==> src/rtl/srs_pkg.sv <==
// Shared types and constants of the selective-repeat sender.
// Used by every module of the block; depends on nothing else.
package srs_pkg;

   // Operation codes carried by a request.
   localparam logic OP_TICK = 1'b0;
   localparam logic OP_ACK  = 1'b1;

   // Configuration register map: one register, selected by address bit 2.
   localparam int   CSR_ADDR_BITS  = 3;
   localparam logic REG_TIMEOUT    = 1'b0;
   localparam logic [7:0] TIMEOUT_RESET = 8'd4;

   // Depth of the command queue between front and back.
   localparam int QUEUE_DEPTH = 2;

   typedef struct packed {
      logic        operation;
      logic [15:0] ack_number;
   } req_type;

   typedef struct packed {
      logic [15:0] send_number;
      logic        is_resend;
      logic        last_of_run;
   } rsp_type;

   typedef enum logic {
      CMD_TICK,
      CMD_ACK
   } cmd_kind_type;

   // Classified command handed from the front to the back.
   typedef struct packed {
      cmd_kind_type kind;
      logic [15:0]  ack;
   } cmd_type;

   // Queue status seen by its producer and consumer.
   typedef struct packed {
      logic full;
      logic empty;
   } queue_stat_type;

endpackage

==> src/rtl/srs_front.sv <==
// Request front end: takes requests, decodes the operation into a command.
// Depends on srs_pkg; feeds srs_queue.
module srs_front import srs_pkg::*; (
   input  logic           clock,
   input  logic           reset,
   input  logic           req_valid,
   output logic           req_stall,
   input  req_type        req_data,
   input  queue_stat_type q_stat,
   output logic           q_push,
   output cmd_type        q_wdata
);

   logic    hold_valid_ff, hold_valid_in;
   cmd_type hold_ff, hold_in;
   logic    accept;

   // Stall only while a decoded command is waiting on a full queue.
   assign req_stall = hold_valid_ff & q_stat.full;
   assign accept    = req_valid & ~req_stall;
   assign q_push    = hold_valid_ff & ~q_stat.full;
   assign q_wdata   = hold_ff;

   // Decode the operation code and capture the acknowledged number.
   always_comb begin
      hold_in       = hold_ff;
      hold_valid_in = hold_valid_ff;
      if (q_push) begin
         hold_valid_in = 1'b0;
      end
      if (accept) begin
         hold_valid_in = 1'b1;
         hold_in.kind  = (req_data.operation == OP_ACK) ? CMD_ACK : CMD_TICK;
         hold_in.ack   = req_data.ack_number;
      end
   end

   always_ff @(posedge clock) begin
      if (reset) begin
         hold_valid_ff <= 1'b0;
      end else begin
         hold_valid_ff <= hold_valid_in;
      end
      hold_ff <= hold_in;
   end

endmodule

==> src/rtl/srs_queue.sv <==
// Short command queue that decouples the front end from the back end.
// Depends on srs_pkg for the command type and depth.
module srs_queue import srs_pkg::*; (
   input  logic           clock,
   input  logic           reset,
   input  logic           push,
   input  cmd_type        wdata,
   input  logic           pop,
   output cmd_type        rdata,
   output queue_stat_type stat
);

   localparam int PTR_BITS = (QUEUE_DEPTH > 1) ? $clog2(QUEUE_DEPTH) : 1;
   localparam int CNT_BITS = $clog2(QUEUE_DEPTH + 1);

   cmd_type             entry_ff [QUEUE_DEPTH];
   logic [PTR_BITS-1:0] wr_ptr_ff, wr_ptr_in;
   logic [PTR_BITS-1:0] rd_ptr_ff, rd_ptr_in;
   logic [CNT_BITS-1:0] count_ff, count_in;

   assign stat.full  = (count_ff == CNT_BITS'(QUEUE_DEPTH));
   assign stat.empty = (count_ff == '0);
   assign rdata      = entry_ff[rd_ptr_ff];

   // Pointer and fill count updates; the pointers wrap at the depth.
   always_comb begin
      wr_ptr_in = wr_ptr_ff;
      rd_ptr_in = rd_ptr_ff;
      count_in  = count_ff;
      if (push) begin
         wr_ptr_in = (wr_ptr_ff == PTR_BITS'(QUEUE_DEPTH - 1)) ? '0 : wr_ptr_ff + 1'b1;
      end
      if (pop) begin
         rd_ptr_in = (rd_ptr_ff == PTR_BITS'(QUEUE_DEPTH - 1)) ? '0 : rd_ptr_ff + 1'b1;
      end
      if (push && !pop) begin
         count_in = count_ff + 1'b1;
      end else if (pop && !push) begin
         count_in = count_ff - 1'b1;
      end
   end

   always_ff @(posedge clock) begin
      if (reset) begin
         wr_ptr_ff <= '0;
         rd_ptr_ff <= '0;
         count_ff  <= '0;
      end else begin
         wr_ptr_ff <= wr_ptr_in;
         rd_ptr_ff <= rd_ptr_in;
         count_ff  <= count_in;
      end
      if (push) begin
         entry_ff[wr_ptr_ff] <= wdata;
      end
   end

endmodule

==> src/rtl/srs_back.sv <==
// Back end: window state, deadline memory, timeout scan and window slide.
// Depends on srs_pkg; pops commands from srs_queue and drives the result channel.
module srs_back import srs_pkg::*; #(
   parameter int WINDOW    = 8,
   parameter int SEQ_BITS  = 16,
   parameter int TIME_BITS = 32
) (
   input  logic           clock,
   input  logic           reset,
   input  logic [7:0]     timeout,
   input  queue_stat_type q_stat,
   input  cmd_type        q_rdata,
   output logic           q_pop,
   output logic           rsp_valid,
   input  logic           rsp_stall,
   output rsp_type        rsp_data
);

   localparam int SLOTS     = 2 * WINDOW;
   localparam int SLOT_BITS = $clog2(SLOTS);
   localparam int CNT_BITS  = $clog2(WINDOW + 1);

   typedef enum logic [1:0] {
      ST_IDLE,
      ST_SCAN,
      ST_SLIDE,
      ST_FINISH
   } state_type;

   // Ring position of window entry k: one add and one conditional subtract.
   function automatic logic [SLOT_BITS-1:0] slot_of(input logic [SLOT_BITS-1:0] head,
                                                    input logic [CNT_BITS-1:0]  k);
      logic [SLOT_BITS:0] sum;
      sum = {1'b0, head} + (SLOT_BITS+1)'(k);
      if (sum >= (SLOT_BITS+1)'(SLOTS)) begin
         sum = sum - (SLOT_BITS+1)'(SLOTS);
      end
      return sum[SLOT_BITS-1:0];
   endfunction

   state_type            state_ff, state_in;
   logic [CNT_BITS-1:0]  k_ff, k_in;
   logic [SLOTS-1:0]     acked_ff, acked_in;
   logic [SLOTS-1:0]     dl_valid_ff, dl_valid_in;
   logic [SEQ_BITS-1:0]  base_ff, base_in;
   logic [SLOT_BITS-1:0] head_ff, head_in;
   logic [TIME_BITS-1:0] tick_ff, tick_in;
   logic                 pend_valid_ff, pend_valid_in;
   rsp_type              pend_ff, pend_in;
   logic                 out_valid_ff, out_valid_in;
   rsp_type              out_ff, out_in;
   logic                 rd_vld_ff, rd_vld_in;

   // Deadline memory with registered read data.
   logic [TIME_BITS-1:0] dl_mem_ff [SLOTS];
   logic [TIME_BITS-1:0] rd_dl_ff;
   logic                 mem_we;
   logic [SLOT_BITS-1:0] mem_waddr;
   logic [TIME_BITS-1:0] mem_wdata;
   logic                 rd_en;
   logic [SLOT_BITS-1:0] rd_addr;

   logic                 out_free;
   logic                 can_push;
   logic                 push_req;
   rsp_type              push_data;
   logic [SLOT_BITS-1:0] cur_slot;
   logic [SLOT_BITS-1:0] ahead_slot;
   logic [TIME_BITS-1:0] cur_deadline;
   logic [TIME_BITS-1:0] age;
   logic                 due;
   logic [TIME_BITS-1:0] new_deadline;
   logic [SEQ_BITS-1:0]  ack_off;
   logic [SEQ_BITS-1:0]  scan_seq;
   logic [SEQ_BITS-1:0]  ahead_seq;

   assign rsp_valid = out_valid_ff;
   assign rsp_data  = out_ff;
   assign q_pop     = (state_ff == ST_IDLE) & ~q_stat.empty;

   // Per-slot datapath: deadline check for the scan, targets for the slide.
   assign out_free     = ~out_valid_ff | ~rsp_stall;
   assign can_push     = ~pend_valid_ff | out_free;
   assign cur_slot     = slot_of(head_ff, k_ff);
   assign ahead_slot   = slot_of(head_ff, CNT_BITS'(WINDOW));
   assign cur_deadline = rd_vld_ff ? rd_dl_ff : '0;
   assign age          = tick_ff - cur_deadline;
   assign due          = ~acked_ff[cur_slot] & ~age[TIME_BITS-1];
   assign new_deadline = tick_ff + TIME_BITS'(timeout);
   assign ack_off      = SEQ_BITS'(q_rdata.ack) - base_ff;
   assign scan_seq     = base_ff + SEQ_BITS'(k_ff);
   assign ahead_seq    = base_ff + SEQ_BITS'(WINDOW);

   // Sequencer: one window slot per cycle unless a result cannot be staged; results are
   // staged through a pending register so the final one of a run can be marked.
   always_comb begin
      state_in      = state_ff;
      k_in          = k_ff;
      acked_in      = acked_ff;
      dl_valid_in   = dl_valid_ff;
      base_in       = base_ff;
      head_in       = head_ff;
      tick_in       = tick_ff;
      pend_valid_in = pend_valid_ff;
      pend_in       = pend_ff;
      out_valid_in  = out_valid_ff;
      out_in        = out_ff;
      rd_vld_in     = rd_vld_ff;
      mem_we        = 1'b0;
      mem_waddr     = cur_slot;
      mem_wdata     = new_deadline;
      rd_en         = 1'b0;
      rd_addr       = head_ff;
      push_req      = 1'b0;
      push_data     = '0;

      if (out_valid_ff && !rsp_stall) begin
         out_valid_in = 1'b0;
      end

      unique case (state_ff)
         ST_IDLE: begin
            if (!q_stat.empty) begin
               k_in = '0;
               if (q_rdata.kind == CMD_TICK) begin
                  // Advance time and fetch the oldest slot's deadline.
                  tick_in  = tick_ff + 1'b1;
                  rd_en    = 1'b1;
                  rd_addr  = head_ff;
                  state_in = ST_SCAN;
               end else if (ack_off < SEQ_BITS'(WINDOW)) begin
                  acked_in[slot_of(head_ff, CNT_BITS'(ack_off))] = 1'b1;
                  state_in = ST_SLIDE;
               end
            end
         end
         ST_SCAN: begin
            if (due && can_push) begin
               push_req              = 1'b1;
               push_data.send_number = 16'(scan_seq);
               push_data.is_resend   = 1'b1;
               mem_we                = 1'b1;
               mem_waddr             = cur_slot;
               dl_valid_in[cur_slot] = 1'b1;
            end
            if (!due || can_push) begin
               if (k_ff == CNT_BITS'(WINDOW - 1)) begin
                  state_in = ST_FINISH;
               end else begin
                  k_in    = k_ff + 1'b1;
                  rd_en   = 1'b1;
                  rd_addr = slot_of(head_ff, k_ff + 1'b1);
               end
            end
         end
         ST_SLIDE: begin
            if (k_ff != CNT_BITS'(WINDOW) && acked_ff[head_ff]) begin
               if (can_push) begin
                  // Release the packet one window ahead and arm its deadline.
                  push_req                = 1'b1;
                  push_data.send_number   = 16'(ahead_seq);
                  push_data.is_resend     = 1'b0;
                  acked_in[ahead_slot]    = 1'b0;
                  mem_we                  = 1'b1;
                  mem_waddr               = ahead_slot;
                  dl_valid_in[ahead_slot] = 1'b1;
                  base_in                 = base_ff + 1'b1;
                  head_in = (head_ff == SLOT_BITS'(SLOTS - 1)) ? '0 : head_ff + 1'b1;
                  k_in    = k_ff + 1'b1;
               end
            end else begin
               state_in = ST_FINISH;
            end
         end
         ST_FINISH: begin
            // Flush the staged result as the last of its run.
            if (!pend_valid_ff) begin
               state_in = ST_IDLE;
            end else if (out_free) begin
               out_in             = pend_ff;
               out_in.last_of_run = 1'b1;
               out_valid_in       = 1'b1;
               pend_valid_in      = 1'b0;
               state_in           = ST_IDLE;
            end
         end
         default: begin
            state_in = ST_IDLE;
         end
      endcase

      // A new result moves the staged one out, not marked as last.
      if (push_req) begin
         if (pend_valid_ff) begin
            out_in             = pend_ff;
            out_in.last_of_run = 1'b0;
            out_valid_in       = 1'b1;
         end
         pend_in       = push_data;
         pend_valid_in = 1'b1;
      end

      if (rd_en) begin
         rd_vld_in = dl_valid_ff[rd_addr];
      end
   end

   always_ff @(posedge clock) begin
      if (reset) begin
         state_ff      <= ST_IDLE;
         acked_ff      <= '0;
         dl_valid_ff   <= '0;
         base_ff       <= '0;
         head_ff       <= '0;
         tick_ff       <= '0;
         pend_valid_ff <= 1'b0;
         out_valid_ff  <= 1'b0;
      end else begin
         state_ff      <= state_in;
         acked_ff      <= acked_in;
         dl_valid_ff   <= dl_valid_in;
         base_ff       <= base_in;
         head_ff       <= head_in;
         tick_ff       <= tick_in;
         pend_valid_ff <= pend_valid_in;
         out_valid_ff  <= out_valid_in;
      end
      k_ff      <= k_in;
      pend_ff   <= pend_in;
      out_ff    <= out_in;
      rd_vld_ff <= rd_vld_in;
   end

   // Deadline memory: one write port and one registered read port.
   always_ff @(posedge clock) begin
      if (mem_we) begin
         dl_mem_ff[mem_waddr] <= mem_wdata;
      end
      if (rd_en) begin
         rd_dl_ff <= dl_mem_ff[rd_addr];
      end
   end

endmodule

==> src/rtl/selective_repeat_sender.sv <==
// Selective-repeat ARQ sender.
// Each request is a timer tick or an acknowledgment number. A tick re-sends
// every unacknowledged packet of the window whose deadline has come; an
// acknowledgment inside the window marks its packet and slides the window
// over the acknowledged prefix, releasing one new packet per slide.
// Requests enter on req_valid/req_stall, are decoded into a two-entry
// command queue and carried out by the back end one at a time. Results
// leave on rsp_valid/rsp_stall in slot order, with last_of_run set on the
// final result of each request; a request may give no result at all.
// A tick scans the window in the back end, one window slot per cycle through
// the deadline memory's read port unless a due result has to wait; an
// in-window acknowledgment slides the window and any other one is dropped.
// A stalled receiver holds the output register; the back end then pauses
// with one more result staged, and the queue keeps taking requests until
// it fills. The retransmit timeout sits at byte address 0 of the register port.
// Synchronous reset clears the window, the time and the deadline valid bits, so
// deadlines read as zero, and loads the timeout with 4; no clearing pass is needed.
// Depends on srs_pkg, srs_front, srs_queue and srs_back.
module selective_repeat_sender import srs_pkg::*; #(
   parameter int WINDOW    = 8,
   parameter int SEQ_BITS  = 16,
   parameter int TIME_BITS = 32
) (
   input  logic                     clock,
   input  logic                     reset,
   input  logic                     req_valid,
   output logic                     req_stall,
   input  req_type                  req_data,
   output logic                     rsp_valid,
   input  logic                     rsp_stall,
   output rsp_type                  rsp_data,
   input  logic                     psel,
   input  logic                     penable,
   input  logic                     pwrite,
   input  logic [CSR_ADDR_BITS-1:0] paddr,
   input  logic [31:0]              pwdata,
   output logic [31:0]              prdata,
   output logic                     pready
);

   logic [7:0]     timeout_ff, timeout_in;
   logic           csr_write;
   logic           q_push;
   logic           q_pop;
   cmd_type        q_wdata;
   cmd_type        q_rdata;
   queue_stat_type q_stat;

   // Register port: always ready, one timeout register.
   assign pready    = 1'b1;
   assign csr_write = psel & penable & pwrite & pready
                    & (paddr[CSR_ADDR_BITS-1] == REG_TIMEOUT);
   assign prdata    = (paddr[CSR_ADDR_BITS-1] == REG_TIMEOUT) ? {24'd0, timeout_ff} : '0;
   assign timeout_in = csr_write ? pwdata[7:0] : timeout_ff;

   always_ff @(posedge clock) begin
      if (reset) begin
         timeout_ff <= TIMEOUT_RESET;
      end else begin
         timeout_ff <= timeout_in;
      end
   end

   srs_front u_front (
      .clock     (clock),
      .reset     (reset),
      .req_valid (req_valid),
      .req_stall (req_stall),
      .req_data  (req_data),
      .q_stat    (q_stat),
      .q_push    (q_push),
      .q_wdata   (q_wdata)
   );

   srs_queue u_queue (
      .clock (clock),
      .reset (reset),
      .push  (q_push),
      .wdata (q_wdata),
      .pop   (q_pop),
      .rdata (q_rdata),
      .stat  (q_stat)
   );

   srs_back #(
      .WINDOW    (WINDOW),
      .SEQ_BITS  (SEQ_BITS),
      .TIME_BITS (TIME_BITS)
   ) u_back (
      .clock     (clock),
      .reset     (reset),
      .timeout   (timeout_ff),
      .q_stat    (q_stat),
      .q_rdata   (q_rdata),
      .q_pop     (q_pop),
      .rsp_valid (rsp_valid),
      .rsp_stall (rsp_stall),
      .rsp_data  (rsp_data)
   );

endmodule

==> config.mk <==
export PLATFORM = sky130hd
export DESIGN_NAME = selective_repeat_sender
export DESIGN_NICKNAME = d
export VERILOG_FILES = /design/src/rtl/srs_pkg.sv /design/src/rtl/srs_front.sv /design/src/rtl/srs_queue.sv /design/src/rtl/srs_back.sv /design/src/rtl/selective_repeat_sender.sv
export SDC_FILE = /design/constraint.sdc
export NUM_CORES = 1
export LEC_CHECK = 0
export BUFFER_PORTS_ARGS = -buffer_cell sky130_fd_sc_hd__buf_2
export CORE_MARGIN = 2
export CORE_UTILIZATION = 41
export CTS_BUF_LIST = sky130_fd_sc_hd__clkbuf_8 sky130_fd_sc_hd__clkbuf_16
export DETAILED_ROUTE_END_ITERATION = 16
export GPL_TIMING_DRIVEN = 0
export HOLD_SLACK_MARGIN = 0.06
export RECOVER_POWER = 100
export SYNTH_ARGS = -nofsm -noshare
export SYNTH_HDL_FRONTEND = slang
export SYNTH_HIERARCHICAL = 1
export SYNTH_SLANG_ARGS = --single-unit
==> constraint.sdc <==
create_clock -name clock -period 4.85 [get_ports clock]
set_input_delay 0.485 -clock clock [delete_from_list [all_inputs] [get_ports clock]]
set_output_delay 0.485 -clock clock [all_outputs]
set_load 0.01 [all_outputs]
### After elaboration in Yosys (flattened, before gate mapping)

Memories as Yosys holds them, arrays and structs flattened. A register that Yosys moved wholly into a read port is not among the register bits.
Index checks and enable logic that the tools add are counted.

* flip-flop bits (word level): 158
* memory bits (writable): 546
* bits of input ports: 59
* output and inout port bits: 53
* word-level logic and storage cells: 224
* memories: 2

Memories
* u_back.dl_mem_ff: depth 16, width 32, rd ports 1, clocked after Yosys merged registers in 1, wr ports 1, RTL line srs_back.sv:55 `logic [TIME_BITS-1:0] dl_mem_ff [SLOTS];`
* u_queue.entry_ff: depth 2, width 17, rd ports 1, clocked after Yosys merged registers in 1, wr ports 1, RTL line srs_queue.sv:16 `cmd_type entry_ff [QUEUE_DEPTH];`

* add/subtract/negate cells: 21
* $lt $le $gt $ge: 13
* eq/ne operators: 19
* muxes and demuxes: 95
* bitwise gates (word level): 25
* reductions and logical operators: 27

Operators with widths (count)
* $mux W16: 8
* $mux W18: 5
* $mux W4: 20
* $pmux W16 S2: 2
* $mux W17: 3
* $or A16 B16 Y16: 3
* $mux W1: 34
* $pmux W17 S2: 1
* $add A32 B1 Y32 const B: 1
* $add A32 B8 Y32: 1
* $mux W32: 1
* $sub A32 B32 Y32: 1
* $lt A4 B5 Y1 const B: 5
* $ge A5 B5 Y1 const B: 4
* $mux W2: 10
* $reduce_and A6 Y1: 3
* $add A16 B1 Y16 const B: 1
* $add A16 B4 Y16: 1
* $add A16 B4 Y16 const B: 1
* $and A16 B16 Y16: 1
* $lt A16 B4 Y1 const B: 1
* $not A16 Y16: 1
* $sub A16 B16 Y16: 1
* $sub A4 B1 Y4 const B: 4
* other kinds (32): 87

### Longest topological paths before layout

* depth after elaboration: 17
* depth in mapped cells: 18
* gate-level depth less buffers: 14

### Hierarchy

The synthesis kept the hierarchy.

Modules (own cells, without submodules)
* srs_back: times used 1, cells each 2163, area each 29809.8 um2, sequential area each 19298.5 um2
* srs_queue: times used 1, cells each 75, area each 1432.6 um2, sequential area each 1121.1 um2
* selective_repeat_sender: times used 1, cells each 70, area each 625.6 um2, sequential area each 160.2 um2
* srs_front: times used 1, cells each 23, area each 565.5 um2, sequential area each 530.5 um2

### Least setup slack after synthesis

Ideal clock, no wire load.

* path type: reg2reg
* start point: reg u_back.k_ff[0]
* end point: mem u_back.dl_mem_ff[7][0], enable pin
* arrival time: 4.454 ns
* required time: 4.429 ns
* path slack: -0.026 ns
* stages on the path, launching flop included: 11
* period minus slack after synthesis: 4.876 ns
* cell sequence: edfxtp_1 -> ha_1 -> fa_1 -> buf_2 -> mux4_2 -> mux4_2 -> nor2b_1 -> and3_1 -> a31o_2 -> nand3_1 -> nor2_1

* cells in the longest elaborated chain, start to end: 12

RTL lines
* start, declared: RTL line srs_back.sv:42 `logic [CNT_BITS-1:0] k_ff, k_in;`
* start signal, assigned: RTL line srs_back.sv:228 `k_ff <= k_in;`
* $add A4 B4 Y5: RTL line srs_back.sv:34 `sum = {1'b0, head} + (SLOT_BITS+1)'(k);`
* $sub A4 B1 Y4 or $ge A5 B5 Y1 (tied branches): RTL line srs_back.sv:36, srs_back.sv:35
* $mux W4: RTL line srs_back.sv:35 `if (sum >= (SLOT_BITS+1)'(SLOTS)) begin`
* $bmux W1 S4: RTL line srs_back.sv:88 `assign due = ~acked_ff[cur_slot] & ~age[TIME_BITS-1];`
* $mux W1 (implied by the code): RTL line srs_back.sv:88
* $not A1 Y1: RTL line srs_back.sv:88
* $and A1 B1 Y1: RTL line srs_back.sv:88
* $logic_and A1 B1 Y1: RTL line srs_back.sv:138 `if (due && can_push) begin`
* $mux W1: RTL line srs_back.sv:138
* $pmux W1 S2: RTL line srs_back.sv:121 `unique case (state_ff)`
* $mux W1: RTL line srs_back.sv:236 `if (mem_we) begin`
* $mux W1 (implied by the code): RTL line srs_back.sv:237 `dl_mem_ff[mem_waddr] <= mem_wdata;`
* end, declared: RTL line srs_back.sv:55

Parallel ways exist; a longest one is shown, timed or not. The select of a mux whose other input is x is not followed.

### Final worst setup path

* start point: reg u_back.k_ff[0]
* end point: reg u_back.rd_dl_ff[1] (read register of u_back.dl_mem_ff) (data pin)

* cells in the longest elaborated chain, start to end: 11

RTL lines
* $add A4 B4 Y5: RTL line srs_back.sv:34
* $sub A4 B1 Y4 or $ge A5 B5 Y1 (tied branches): RTL line srs_back.sv:36, srs_back.sv:35
* $mux W4: RTL line srs_back.sv:35
* $bmux W1 S4: RTL line srs_back.sv:88
* $mux W1 (implied by the code): RTL line srs_back.sv:88
* $not A1 Y1: RTL line srs_back.sv:88
* $and A1 B1 Y1: RTL line srs_back.sv:88
* $logic_not A1 Y1: RTL line srs_back.sv:146 `if (!due || can_push) begin`
* $logic_or A1 B1 Y1: RTL line srs_back.sv:146
* $mux W1 or $mux W4 (tied branches): RTL line srs_back.sv:146
* $pmux W1 S2 or $mux W4 (tied branches)
* end, declared: RTL line srs_back.sv:56 `logic [TIME_BITS-1:0] rd_dl_ff;`

Parallel ways exist; a longest one is shown, timed or not. The select of a mux whose other input is x is not followed.
A chain may end at the register's enable or synchronous reset.

==> impl_metrics.csv <==
group,metric,value,unit
setup_path,reg2reg_from,"u_back/k_ff[0]",
timing,clock.fmax,0.208,GHz
synthesis,yosysTopAreaCell,"edfxtp_1",
clocking,htreeDepth,3,
synthesis,avgSynthCellArea,13.9,um2
outcome,failed_checks,"capacitance limit, slew limit",
setup_path,worstSetupStartpoint,"u_back/k_ff[0]",
timing,maxSlewViolCount,18,
synthesis,yosysMostFrequentCell,"edfxtp_1",
timing,skew,0.0423,ns
setup_path,arrival,5.18,ns
power,peakVddDrop,0.347,mV
place,dp_slack,-1.68,ns
finish,area_delta_synth_final,19.4,%
run,cap_viol_max_count,1,
timing,post-route-min-period,4.81,ns
global_routing,antenna_found_initial,0,
clocking,tritoncts.num_buffers,80,
finish,instances_no_fill,3687,
place,place.gp.congestion,0.880,
setup_path,r2r-end,"u_back/rd_dl_ff[1]",
finish,nNetsFinal,2722,
synthesis,synth_area_leaders,"edfxtp_1 59%, mux2i_1 8.5%, dfxtp_1 6.3%, ha_1 3.1%, o22ai_1 3.0%",
synthesis,yosysSeqAreaShare,0.651,
die,die_x,285,um
route,routed_via_density,5.68,
die,num_io_pins,112,
clocking,cts_tree,"built",
setup_path,crit_type,"flop to flop",
finish,drive_above_1_share,0.148,
synthesis,synth_flop_cell,"edfxtp_1",
die,dieArea,81400,um2
synthesis,synth-edff-count,635,
die,start_util,0.413,
finish,num-fill-cells,6707,
power,powerDensity,442,nW/um2
synthesis,synth_seq_cells,737,
clocking,cts_root_buf,"clkbuf_16",
setup_path,endpoint,"u_back/rd_dl_ff[1]",
global_routing,overflow,0,
place,port_buffers,60,
clocking,cts_sinks,737,
timing,worstMarginPinSlew,1.51,ns
setup_path,slowest_stage,"or4_1",
route,finalWirelength,88600,um
global_routing,grt_pass1_wl,130000,um
die,die_h,285,um
synthesis,syn_area,32400,um2
clocking,insertion_delay,0.65,ns
route,postRouteAntennaNets,0,
timing,setup_ws,0.0366,ns
setup_path,cp-end-kind,"flop",
global_routing,grt_max_degree,27,
die,core,78600,um2
power,leakagePower,15.1,nW
route,drt_first_iter_violations,1936,
outcome,status,"finished with violations",
global_routing,grtUsageTotal,0.213,
synthesis,synthTopCellsByCount,"635 x edfxtp_1, 276 x mux2i_1, 156 x o22ai_1",
setup_path,path_cells,"ha_2, fa_1, buf_6, mux4_2, mux4_2, or4_1, o2111a_1, buf_6, clkbuf_16, buf_12, mux2i_2, o22ai_1, or4_1",
timing,hold_viol_final,0,
route,wl_per_cell,24.0,um
synthesis,synthCells,2331,
synthesis,async_flop_share,0,
setup_path,rr_worst_depth,13,
place,dp_hpwl,57600,um
place,dpl.cell_count,3482,
setup_path,startpoint_type,"flop",
worst_hold_path,holdCritPathClass,"input port to flop",
setup_path,cpPeakStageDelay,0.57,ns
synthesis,synth_cell_types,72,
setup_path,crit_required,5.21,ns
synthesis,synth_top_cell_area_share,0.588,
die,rows,103,
timing,rsz0062_at_grt,"yes",
route,num_vias,20900,
route,drcViolationCount,0,
timing,setup_viol,0,
timing,finalCritPeriodShare,0.992,
timing,slew_headroom,-0.00707,
global_routing,grt_pass1_vias,20700,
setup_path,path_max_fanout,10,
setup_path,rrSetupSlack,0.04,ns
synthesis,yosys_warnings,6,
clocking,clockBufferDepth,3,
clocking,clk_pin_slew_worst_paths,0.06,ns
route,drt_pass1_iterations,5,
-- state kept, by name, indices dropped and copies added, names as in the netlist, 4 cells and up, named ones only --
signal / count
u_back/dl_mem_ff: 512
u_queue/entry_ff: 34
u_back/rd_dl_ff: 32
u_back/tick_ff: 32
u_back/pend_ff: 17
u_front/q_wdata: 17
u_back/acked_ff: 16
u_back/base_ff: 16
u_back/dl_valid_ff: 16
timeout_ff: 8
u_back/head_ff: 4
u_back/k_ff: 4
-- through the flow --
step           instance area (um2)  hold slack [ns]   util  TNS (ns)  power (mW)
2_1_floorplan                32500            0.421      -     -3.70        9.69
3_3_place_gp                 34100            0.442  0.434  -1520.89        10.7
3_5_place_dp                 34700            0.433  0.441   -333.14        10.8
4_1_cts                      38300           0.0958  0.488         0        17.1
5_1_grt                      38700            0.107  0.493    -0.548        17.8
6_report                     38700            0.118  0.493         0        17.1
-- worst max-delay path, delay by kind of cell, from the launching register on --
family                     cells  cell delay, ns
adders and majority gates      2            0.76
DFF                            1            0.45
and+or+nand+nor                2            1.07
buffers and inverters          4            0.68
muxes                          3            1.32
AOI/OAI and AO/OA              2            0.27
-- cells by family after synthesis --
family / after synthesis / synth area share
XOR/XNOR: 94 / 0.0256
buffers and inverters: 185 / 0.0295
other: 2 / 0.000232
flip-flops: 737 / 0.651
AND/OR/NAND/NOR: 530 / 0.0823
AO/OA/AOI/OAI: 389 / 0.0769
adder cells (fa/ha/maj): 86 / 0.0346
multiplexers: 308 / 0.100
-- how the worst min path moves through the flow --
stage                             start                       to  slack [ns]  cells after the start
floorplan            u_front/q_wdata[0]   u_queue/entry_ff[0][0]        0.42                      0
global placement    u_front/q_wdata[13]  u_queue/entry_ff[1][13]        0.44                      0
detailed placement  u_front/q_wdata[11]  u_queue/entry_ff[1][11]        0.43                      0
CTS                           pwdata[5]            timeout_ff[5]         0.1                      3
global route                  pwdata[5]            timeout_ff[5]        0.11                      3
finish                        pwdata[1]            timeout_ff[1]        0.12                      3
-- cells in the final DEF (no fill, tap or decap), drive strengths merged, types with 16 or more instances in the layout --
cell type / n
nand2b: 36
or4: 38
nand2: 115
o22ai: 156
a21o: 21
xor2: 44
nand4: 21
dlygate4sd3: 18
conb: 25
o21ai: 40
nor3: 27
dfxtp: 102
nand3: 33
buf: 166
and3: 17
clkbuf: 175
xnor2: 50
mux2i: 279
ha: 80
clkinv: 25
and2: 25
nor2b: 18
mux2: 19
nor2: 153
or3: 16
a21oi: 77
edfxtp: 635
inv: 71
-- where the power goes --
part / leakage, nW / internal (mW) / switching [mW]
registers: 6.69 / 7.19 / 0.133
logic: 7.07 / 1.55 / 2.28
clock network: 1.31 / 3.43 / 2.55
total: 15.1 / 12.2 / 4.96
-- per-layer routing --
layer,wire length [um],share of wire,vias to the layer above,track usage
met5,0,0,-,0
met4,3420,0.039,0,0.0857
met3,5760,0.065,221,0.0314
met2,43300,0.49,815,0.362
met1,36100,0.41,10500,0.275
li1,-,-,9354,-
-- area by class of cell --
| class | instances | area, um2 | area share |
|---|---|---|---|
| Clock inverter | 58 | 549 | 0.0142 |
| Antenna cell | 1 | 2.50 | 0.0000646 |
| Sequential cell | 737 | 21100 | 0.545 |
| Multi-Input combinational cell | 1432 | 10700 | 0.277 |
| Clock buffer | 83 | 2050 | 0.0531 |
| Timing Repair Buffer | 142 | 1510 | 0.0390 |
| Buffer | 134 | 1270 | 0.0328 |
| Inverter | 50 | 188 | 0.00485 |
| Tap cell | 1050 | 1310 | 0.0339 |
-- repair_timing --
action                                 in CTS  in global routing
buffers inserted                           31                 13
gates cloned                                0                  2
setup endpoints to repair                 618                255
pin swaps                                   9                  8
endpoints found under the hold margin      18                  0
gates resized for setup                   129                 53
hold buffers                               18                  0
Power figures use the tool's default switching activity.
